$ cat src/scs1a_pkg.sv
`timescale 1ns / 1ps
// ----------------------------------------------------------------------------
// scs1a_pkg - shared types and constants for the set-1 scancode translator
// Scancode values, the decoder-to-keymap request struct and the two
// keymap tables (plain and shifted) as constant functions.
// ----------------------------------------------------------------------------
package scs1a_pkg;

	// Scancode values
	localparam logic [7:0] SC_PREFIX  = 8'hE0;
	localparam logic [7:0] SC_LSHIFT  = 8'h2A;
	localparam logic [7:0] SC_RSHIFT  = 8'h36;
	localparam logic [7:0] SC_CTRL    = 8'h1D;
	localparam logic [7:0] SC_C_KEY   = 8'h2E;
	localparam logic [7:0] SC_CAPS    = 8'h3A;
	localparam logic [7:0] BREAK_MASK = 8'h80;

	// Event kinds
	localparam logic KIND_CHAR = 1'b0;
	localparam logic KIND_IRQ  = 1'b1;

	// ASCII letter bounds and case bit
	localparam logic [6:0] ASCII_LC_A  = 7'h61;
	localparam logic [6:0] ASCII_LC_Z  = 7'h7A;
	localparam logic [6:0] ASCII_CASE  = 7'h20;
	localparam logic [6:0] ASCII_NONE  = 7'h00;

	// Request from the decoder to the keymap stage
	typedef struct packed {
		logic lookup;   // make code to translate
		logic irq;      // ctrl plus C
		logic shift;    // shift held
		logic caps;     // caps lock on
	} key_req_t;

	// Unshifted keymap, zero where no key is mapped
	function automatic logic [6:0] map_plain(input logic [6:0] code);
		logic [6:0] ch;
		unique case (code)
			7'h02: ch = 7'h31;  7'h03: ch = 7'h32;  7'h04: ch = 7'h33;
			7'h05: ch = 7'h34;  7'h06: ch = 7'h35;  7'h07: ch = 7'h36;
			7'h08: ch = 7'h37;  7'h09: ch = 7'h38;  7'h0A: ch = 7'h39;
			7'h0B: ch = 7'h30;  7'h0C: ch = 7'h2D;  7'h0D: ch = 7'h3D;
			7'h0E: ch = 7'h08;  7'h0F: ch = 7'h09;
			7'h10: ch = 7'h71;  7'h11: ch = 7'h77;  7'h12: ch = 7'h65;
			7'h13: ch = 7'h72;  7'h14: ch = 7'h74;  7'h15: ch = 7'h79;
			7'h16: ch = 7'h75;  7'h17: ch = 7'h69;  7'h18: ch = 7'h6F;
			7'h19: ch = 7'h70;  7'h1A: ch = 7'h5B;  7'h1B: ch = 7'h5D;
			7'h1C: ch = 7'h0A;
			7'h1E: ch = 7'h61;  7'h1F: ch = 7'h73;  7'h20: ch = 7'h64;
			7'h21: ch = 7'h66;  7'h22: ch = 7'h67;  7'h23: ch = 7'h68;
			7'h24: ch = 7'h6A;  7'h25: ch = 7'h6B;  7'h26: ch = 7'h6C;
			7'h27: ch = 7'h3B;  7'h28: ch = 7'h27;  7'h29: ch = 7'h60;
			7'h2B: ch = 7'h5C;  7'h2C: ch = 7'h7A;  7'h2D: ch = 7'h78;
			7'h2E: ch = 7'h63;  7'h2F: ch = 7'h76;  7'h30: ch = 7'h62;
			7'h31: ch = 7'h6E;  7'h32: ch = 7'h6D;  7'h33: ch = 7'h2C;
			7'h34: ch = 7'h2E;  7'h35: ch = 7'h2F;  7'h39: ch = 7'h20;
			default: ch = ASCII_NONE;
		endcase
		return ch;
	endfunction

	// Shifted keymap, zero where no key is mapped
	function automatic logic [6:0] map_shifted(input logic [6:0] code);
		logic [6:0] ch;
		unique case (code)
			7'h02: ch = 7'h21;  7'h03: ch = 7'h40;  7'h04: ch = 7'h23;
			7'h05: ch = 7'h24;  7'h06: ch = 7'h25;  7'h07: ch = 7'h5E;
			7'h08: ch = 7'h26;  7'h09: ch = 7'h2A;  7'h0A: ch = 7'h28;
			7'h0B: ch = 7'h29;  7'h0C: ch = 7'h5F;  7'h0D: ch = 7'h2B;
			7'h0E: ch = 7'h08;  7'h0F: ch = 7'h09;
			7'h10: ch = 7'h51;  7'h11: ch = 7'h57;  7'h12: ch = 7'h45;
			7'h13: ch = 7'h52;  7'h14: ch = 7'h54;  7'h15: ch = 7'h59;
			7'h16: ch = 7'h55;  7'h17: ch = 7'h49;  7'h18: ch = 7'h4F;
			7'h19: ch = 7'h50;  7'h1A: ch = 7'h7B;  7'h1B: ch = 7'h7D;
			7'h1C: ch = 7'h0A;
			7'h1E: ch = 7'h41;  7'h1F: ch = 7'h53;  7'h20: ch = 7'h44;
			7'h21: ch = 7'h46;  7'h22: ch = 7'h47;  7'h23: ch = 7'h48;
			7'h24: ch = 7'h4A;  7'h25: ch = 7'h4B;  7'h26: ch = 7'h4C;
			7'h27: ch = 7'h3A;  7'h28: ch = 7'h22;  7'h29: ch = 7'h7E;
			7'h2B: ch = 7'h7C;  7'h2C: ch = 7'h5A;  7'h2D: ch = 7'h58;
			7'h2E: ch = 7'h43;  7'h2F: ch = 7'h56;  7'h30: ch = 7'h42;
			7'h31: ch = 7'h4E;  7'h32: ch = 7'h4D;  7'h33: ch = 7'h3C;
			7'h34: ch = 7'h3E;  7'h35: ch = 7'h3F;  7'h39: ch = 7'h20;
			default: ch = ASCII_NONE;
		endcase
		return ch;
	endfunction

endpackage

$ cat src/scancode_set1_to_ascii.sv
`timescale 1ns / 1ps
// An accepted scancode item goes through the input register and then the result
// register; an output stall can hold it in the input register in between.
// Throughput: one scancode item per clock while in_stall is low; with the output stalled the input
// register still takes one more item before in_stall rises.
// Reset clears the modifier flags and both valid bits; items that produce no
// result only update the flags.
// ----------------------------------------------------------------------------
// scancode_set1_to_ascii - PS/2 set-1 scancode to ASCII translator
// Input register, flag update and keymap lookup, then a result register.
// ----------------------------------------------------------------------------
module scancode_set1_to_ascii (
	input  logic       clk,
	input  logic       arst_n,
	input  logic       in_valid,
	output logic       in_stall,
	input  logic [7:0] scan_code,
	output logic       out_valid,
	input  logic       out_stall,
	output logic       event_kind,
	output logic [6:0] char_code
);
	import scs1a_pkg::*;

	logic       valid_s1;
	logic [7:0] code_s1;
	logic       valid_s2;
	logic       kind_s2;
	logic [6:0] char_s2;

	logic       s2_free, fire;
	logic       emit, kind;
	logic [6:0] char_val;
	key_req_t   req;

	// pipeline flow
	assign s2_free  = ~valid_s2 | ~out_stall;
	assign fire     = valid_s1 & s2_free;
	assign in_stall = valid_s1 & ~s2_free;

	scs1a_keystate u_keystate (
		.clk       (clk),
		.arst_n    (arst_n),
		.fire      (fire),
		.scan_code (code_s1),
		.req       (req)
	);

	scs1a_keymap u_keymap (
		.code     (code_s1[6:0]),
		.req      (req),
		.emit     (emit),
		.kind     (kind),
		.char_out (char_val)
	);

	// input stage
	always_ff @(posedge clk or negedge arst_n) begin
		if (!arst_n) begin
			valid_s1 <= 1'b0;
		end else if (!in_stall) begin
			valid_s1 <= in_valid;
		end
	end

	always_ff @(posedge clk) begin
		if (in_valid && !in_stall) begin
			code_s1 <= scan_code;
		end
	end

	// result register
	always_ff @(posedge clk or negedge arst_n) begin
		if (!arst_n) begin
			valid_s2 <= 1'b0;
		end else if (s2_free) begin
			valid_s2 <= fire & emit;
		end
	end

	always_ff @(posedge clk) begin
		if (fire && emit) begin
			kind_s2 <= kind;
			char_s2 <= char_val;
		end
	end

	assign out_valid  = valid_s2;
	assign event_kind = kind_s2;
	assign char_code  = char_s2;

endmodule

$ cat src/scs1a_keystate.sv
`timescale 1ns / 1ps
// ----------------------------------------------------------------------------
// scs1a_keystate - modifier flags and scancode classification
// Holds shift, caps lock, ctrl and the extended-prefix flag, updates them
// when an item is processed, and tells the keymap what to do with the byte.
// ----------------------------------------------------------------------------
module scs1a_keystate (
	input  logic                 clk,
	input  logic                 arst_n,
	input  logic                 fire,
	input  logic [7:0]           scan_code,
	output scs1a_pkg::key_req_t  req
);
	import scs1a_pkg::*;

	logic shift_q, caps_q, ctrl_q, prefix_q;
	logic shift_d, caps_d, ctrl_d, prefix_d;
	logic lookup, irq;

	// classify the byte against the current flags
	always_comb begin
		shift_d  = shift_q;
		caps_d   = caps_q;
		ctrl_d   = ctrl_q;
		prefix_d = prefix_q;
		lookup   = 1'b0;
		irq      = 1'b0;
		priority if (scan_code == SC_PREFIX) begin
			prefix_d = 1'b1;
		end else if (prefix_q) begin
			// byte after the prefix: only right ctrl counts
			prefix_d = 1'b0;
			if (scan_code == SC_CTRL) begin
				ctrl_d = 1'b1;
			end else if (scan_code == (SC_CTRL | BREAK_MASK)) begin
				ctrl_d = 1'b0;
			end
		end else if (scan_code == SC_LSHIFT || scan_code == SC_RSHIFT) begin
			shift_d = 1'b1;
		end else if (scan_code == (SC_LSHIFT | BREAK_MASK) ||
				scan_code == (SC_RSHIFT | BREAK_MASK)) begin
			shift_d = 1'b0;
		end else if (scan_code == SC_CTRL) begin
			ctrl_d = 1'b1;
		end else if (scan_code == (SC_CTRL | BREAK_MASK)) begin
			ctrl_d = 1'b0;
		end else if (scan_code == SC_CAPS) begin
			caps_d = ~caps_q;
		end else if ((scan_code & BREAK_MASK) != 8'h00) begin
			// other releases are ignored
		end else if (ctrl_q && scan_code == SC_C_KEY) begin
			irq = 1'b1;
		end else begin
			lookup = 1'b1;
		end
	end

	assign req = '{lookup: lookup, irq: irq, shift: shift_q, caps: caps_q};

	// flag registers
	always_ff @(posedge clk or negedge arst_n) begin
		if (!arst_n) begin
			shift_q  <= 1'b0;
			caps_q   <= 1'b0;
			ctrl_q   <= 1'b0;
			prefix_q <= 1'b0;
		end else if (fire) begin
			shift_q  <= shift_d;
			caps_q   <= caps_d;
			ctrl_q   <= ctrl_d;
			prefix_q <= prefix_d;
		end
	end

endmodule

$ cat src/scs1a_keymap.sv
`timescale 1ns / 1ps
// ----------------------------------------------------------------------------
// scs1a_keymap - keymap lookup and result forming
// Picks the plain or shifted table, applies caps lock to lowercase
// letters and decides whether the item yields a result.
// ----------------------------------------------------------------------------
module scs1a_keymap (
	input  logic                 [6:0] code,
	input  scs1a_pkg::key_req_t        req,
	output logic                       emit,
	output logic                       kind,
	output logic                 [6:0] char_out
);
	import scs1a_pkg::*;

	logic [6:0] ch;
	logic       is_lower;

	// table lookup
	assign ch       = req.shift ? map_shifted(code) : map_plain(code);
	assign is_lower = (ch >= ASCII_LC_A) && (ch <= ASCII_LC_Z);

	// result: interrupt, mapped character, or nothing
	always_comb begin
		emit     = 1'b0;
		kind     = KIND_CHAR;
		char_out = ASCII_NONE;
		if (req.irq) begin
			emit = 1'b1;
			kind = KIND_IRQ;
		end else if (req.lookup && ch != ASCII_NONE) begin
			emit     = 1'b1;
			char_out = (req.caps && is_lower) ? (ch & ~ASCII_CASE) : ch;
		end
	end

endmodule
$ cat config.mk
export PLATFORM = sky130hd
export DESIGN_NAME = scancode_set1_to_ascii
export DESIGN_NICKNAME = d
export VERILOG_FILES = /design/src/scs1a_pkg.sv /design/src/scancode_set1_to_ascii.sv /design/src/scs1a_keystate.sv /design/src/scs1a_keymap.sv
export SDC_FILE = /design/constraint.sdc
export NUM_CORES = 1
export LEC_CHECK = 0
export BUFFER_PORTS_ARGS = -buffer_cell sky130_fd_sc_hd__buf_2
export CORE_MARGIN = 2
export CORE_UTILIZATION = 34
export DETAILED_ROUTE_END_ITERATION = 10
export PLACE_DENSITY = 0.59
export REMOVE_ABC_BUFFERS = 1
export SLEW_MARGIN = 20
export SYNTH_ARGS = -nofsm -noshare
export SYNTH_HDL_FRONTEND = slang
export SYNTH_SLANG_ARGS = --single-unit
$ cat constraint.sdc
create_clock -name clk -period 2.36 [get_ports clk]
set_clock_uncertainty 0.15 [all_clocks]
set_input_delay 0.118 -clock clk [delete_from_list [all_inputs] [get_ports clk]]
set_output_delay 0.118 -clock clk [all_outputs]
set_load 0.02 [all_outputs]
Word level (Yosys, flattened, before mapping)
Memories as Yosys holds them, arrays and structs flattened. A register that Yosys moved wholly into a read port is not among the register bits.
Index checks and enable logic that the tools add are counted.

word-level totals
  input bits = 12
  memory bits (read-only) = 896
  flip-flop bits (word level) = 22
  memories = 2

cells by class
  equality and inequality tests = 11
  reduce and logical (&&, ||, !) cells = 16
  bitwise logic cells = 15
  multiplexer cells = 34
  magnitude comparators = 2

memory list
  memory            depth  width  rd ports  clocked after memory_dff  write ports  RTL line         text
  (name not given)  64     7      1         1                         0            scs1a_pkg.sv:39  unique case (code)
  (name not given)  64     7      1         1                         0            scs1a_pkg.sv:66  unique case (code)

operators with widths
  kind                  number
  $eq A8 B6 Y1 const B  4
  $eq A8 B8 Y1 const B  4
  $mux W1               29
  $mux W7               3
  $mux W6               2
  $not A1 Y1            11
  $eq A8 B5 Y1 const B  1
  $reduce_and A4 Y1     2
  $reduce_and A8 Y1     1
  $ge A7 B7 Y1 const B  1
  $le A7 B7 Y1 const B  1
  $reduce_bool A7 Y1    1
  $logic_and A1 B1 Y1   6
  $ne A2 B1 Y1 const B  2
  $and A1 B1 Y1         3
  $reduce_or A3 Y1      1
  $logic_or A1 B1 Y1    2
  $reduce_bool A2 Y1    1
  $reduce_or A2 Y1      1
  $logic_not A1 Y1      1
  $or A1 B1 Y1          1

Logic depth before layout (Yosys ltp)
  depth in word-level cells = 15
  depth in mapped cells = 11
  depth with buffers taken out = 10

Cells and area by module
A second synthesis with hierarchy kept.

second synthesis, totals
  cells, all modules = 255
  area, all modules = 2254.7 µm²

by module, submodules not included
  module                  area an instance (µm²)  cells an instance  instances
  scs1a_keymap            1332.5                  190                1
  scancode_set1_to_ascii  579.3                   27                 1
  scs1a_keystate          342.8                   38                 1

Worst setup path before layout
Ideal clock, no wire load.

  path kind = register to register
  start = reg valid_s2, in the netlist out_valid
  end = reg with a tool-made name
  path slack = -0.314 ns
  stages on the path, launching flop included = 12
  setup time = 0.120 ns
  period minus slack after synthesis = 2.674 ns
  arrival time = 2.404 ns
  path through = dfrtp_1 -> nand3_4 -> inv_4 -> o21ai_2 -> nand2_2 -> inv_1 -> buf_2 -> ha_1 -> nand2b_1 -> a211oi_1 -> a311o_1 -> a211o_1

RTL lines
  item                    RTL line                      text
  from (decl)             scancode_set1_to_ascii.sv:27  logic valid_s2;
  from (signal assigned)  scancode_set1_to_ascii.sv:77  valid_s2 <= fire & emit;

==> flow_metrics.py <==
metrics = {
    "drt": {
        "dr.pass1.iters": 4,
        "route.vias.total": 2682,
        "avgRoutedWirePerCell_um": 17.2,
        "routed_wl_mm": 8.17,
        "drcViolationCount": 0,
        "vias_per_cell": 5.63,
        "ant_nets": 0,
        "first_iter_violations": 273,
    },
    "die": {
        "die_x_um": 92.4,
        "die-area_um2": 8540,
        "fp.dieH_um": 92.4,
        "fp.coreArea_um2": 7650,
        "rows": 32,
        "ios": 22,
        "initial_core_util_pct": 34.8,
    },
    "sta": {
        "setup_viol": 0,
        "min_period_ps": 2310,
        "max_freq_ghz": 0.432,
        "min_period_over_period_pct": 98.1,
        "finalHoldViolations": 0,
        "hold_slack_ps": 23.6,
        "rsz0062_at_grt": "yes",
        "maxSlewHeadroom_pct": 61.5,
        "drv_slew": 0,
        "worstMarginPinSlew_ps": 571,
    },
    "finish": {
        "num_antenna_cells": 0,
        "layout-drive-gt1-share_pct": 28.3,
        "area_delta_synth_final_pct": 28.7,
        "finalNonFillerCells": 476,
        "ff_latch_area_um2": 911,
        "multiInputGateArea_um2": 1670,
        "finish.instance_area_um2": 3420,
        "fin_nets": 396,
        "fill_cells": 753,
        "final_util_pct": 44.7,
    },
    "clock_tree": {
        "htreeDepth": 2,
        "cts_buffer_depth": 2,
        "cts-root-buf": "clkbuf_8",
        "clk_pin_slew_ps": 70,
        "cts.sinks": 36,
        "cts-buffers-inserted": 5,
        "clock_latency_ps": 280,
        "cts_tree": "built",
    },
    "grt": {
        "gr-total-overflow": 0,
        "met1_usage_pct": 26.0,
        "grt_util_met2_pct": 31.9,
        "grt_max_degree": 29,
        "grt_antenna_before_repair": 0,
        "grt_pass1_vias": 2638,
        "busiest_layer": "met2",
        "grt_pass1_wl_mm": 13.1,
        "grt_use_met3_pct": 2.69,
        "grt.total_usage_pct": 19.4,
    },
    "synthesis": {
        "synthArstFlopShare_pct": 16.7,
        "syn_area_per_cell_um2": 8.69,
        "synth.cell_area_um2": 2660,
        "synth.distinct_cells": 70,
        "synth_seq_cells": 36,
        "synth_cells": 306,
        "synthFlopType": "edfxtp_1",
        "synth_edf_count": 16,
        "yosysSeqAreaShare_pct": 34.3,
        "yosys_warnings": 0,
    },
    "setup_path": {
        "reg2reg_slack_ps": 50,
        "arrival_ps": 2330,
        "regToRegStartpoint": "out_valid$_DFFE_PN0N_",
        "start_kind": "flip-flop",
        "required_ps": 2370,
        "endpoint_kind": "flip-flop",
        "path_class": "flip-flop to flip-flop",
        "rr_worst_depth": 9,
        "path_max_fanout": 4,
    },
    "power": {
        "p_int_mw": 1.33,
        "p_seq_share_pct": 39.0,
        "power-per-cell-area_nw_per_um2": 613,
        "power_mw": 2.10,
        "leakage_nw": 1.40,
        "p_sw_share_pct": 36.8,
        "p_comb_share_pct": 40.9,
        "power.switching_mw": 0.770,
        "power_frac_clock_pct": 20.1,
        "worst_ir_drop_vdd_mv": 0.220,
    },
    "hold_path": {
        "hp-start": "out_stall",
        "hp-class": "input pin to flip-flop",
        "hold_end": "out_valid$_DFFE_PN0N_",
        "hold-path-cell-count": 2,
    },
    "placed_design": {
        "place_area_um2": 3160,
        "io_buffers": 21,
        "place_congestion": 0.928,
        "place_inst": 453,
        "dp.final_hpwl_mm": 6.15,
    },
    "status": {
        "status": "complete, no violations",
    },
    "run": {
        "cap_viol_max_count": 0,
    },
}
-- worst max-delay path: stages, from the launching register on --
cell      delay (ps)
dfrtp_1          410
nand3_4          140
nand2_4           70
inv_4             70
mux2i_4          260
buf_4            170
ha_1             210
nor2_2            90
o311a_1          330
a2111o_1         280
-- power groups by stage --
stage / logic (mW) / clock network, mW / registers [mW]
floorplan: 0.451 / 0 / 0.845
global placement: 0.798 / 0 / 0.829
detailed placement: 0.797 / 0 / 0.832
CTS: 0.814 / 0.434 / 0.818
global route: 0.930 / 0.460 / 0.831
finish: 0.858 / 0.421 / 0.817
-- how the worst max path moves through the flow --
stage	startpoint	end	slack (ps)
after floorplan	out_valid$_DFFE_PN0N_	flip-flop	-350
after global placement	valid_s1$_DFFE_PN0N_	flip-flop	30
after detailed placement	valid_s1$_DFFE_PN0N_	flip-flop	0.7
after CTS	valid_s1$_DFFE_PN0N_	flip-flop	20
after global routing	out_valid$_DFFE_PN0N_	flip-flop	-60
final	out_valid$_DFFE_PN0N_	flip-flop	50
-- Yosys cell counts (3+ instances only) --
library cell | n | share of area [%]
nor2b_1 | 4 | 0.94
inv_1 | 3 | 0.42
nand3b_1 | 4 | 1.1
o311ai_0 | 3 | 0.99
dfxtp_1 | 14 | 11
o21ai_0 | 19 | 3.6
nand2_1 | 31 | 4.4
buf_4 | 4 | 1.1
edfxtp_1 | 16 | 18
nor3_1 | 12 | 2.3
nand2b_1 | 6 | 1.4
nor4b_1 | 3 | 0.99
mux2i_1 | 11 | 4.1
ha_1 | 11 | 5.2
a21oi_1 | 17 | 3.2
a31oi_1 | 5 | 1.2
clkbuf_1 | 8 | 1.1
dfrtp_1 | 6 | 5.6
nand3_1 | 12 | 2.3
o211ai_1 | 5 | 1.4
o211ai_2 | 3 | 1.4
nor2_1 | 28 | 4.0
nand4_1 | 4 | 0.94
and2_1 | 3 | 0.71
xnor2_1 | 3 | 0.99
a211oi_1 | 9 | 2.5
buf_2 | 7 | 1.3
-- kinds of logic (layout without fill, tap and decap cells) --
| logic type | count (synthesis) | count (layout) | share of synthesized area [%] |
|---|---|---|---|
| flops | 36 | 36 | 34.3 |
| compound gates | 94 | 94 | 25.4 |
| xor+xnor | 4 | 4 | 1.32 |
| simple gates | 123 | 123 | 24.1 |
| fa+ha+maj | 11 | 11 | 5.18 |
| buf+inv | 26 | 94 | 4.75 |
| mux | 12 | 12 | 4.99 |
-- routing by layer --
| layer | wire [µm] | part of all wire, % |
|---|---|---|
| met1 | 3650 | 45 |
| met2 | 3820 | 47 |
| met3 | 548 | 6.7 |
| met4 | 155 | 1.9 |
| met5 | 0 | 0 |
-- placed cells by master (no fill, tap or decap), drive strengths merged, types with 3 or more instances in the layout --
cell type / netlist / layout
a211oi: 9 / 9
a21oi: 17 / 17
a31oi: 5 / 5
and2: 3 / 3
buf: 11 / 70
clkbuf: 8 / 7
dfrtp: 6 / 6
dfxtp: 14 / 14
dlygate4sd3: 0 / 9
edfxtp: 16 / 16
ha: 11 / 11
inv: 7 / 7
mux2i: 12 / 12
nand2: 33 / 33
nand2b: 6 / 6
nand3: 13 / 13
nand3b: 4 / 4
nand4: 4 / 4
nor2: 28 / 28
nor2b: 4 / 4
nor3: 12 / 12
nor4b: 3 / 3
o211ai: 9 / 9
o21ai: 21 / 21
o311ai: 3 / 3
xnor2: 3 / 3
-- final cells by class --
cell class,count,share of cell area (%)
clock inverter,1,0.146
timing repair buffer,79,17.6
clock buffer,7,2.23
inverter,7,0.914
tap,102,3.73
multi-input combinational,244,48.8
sequential,36,26.6
-- stage by stage --
| step | setup TNS, ps | setup WS (ps) |
|---|---|---|
| finish | 0 | 45.3 |
| floorplan | -2370 | -348 |
| CTS | 0 | 18.6 |
| global route | -154 | -63.6 |
| detailed placement | 0 | 0.670 |
| global placement | 0 | 30.2 |
-- timing repair --
action / CTS / global route
buffers inserted: 0 / 6
pin swaps: 0 / 1
hold endpoints to repair: 14 / 0
hold buffers: 9 / 0
resized for setup: 2 / 12
setup endpoints to repair: 2 / 26
No activity file was read; power rests on OpenSTA's default activity.
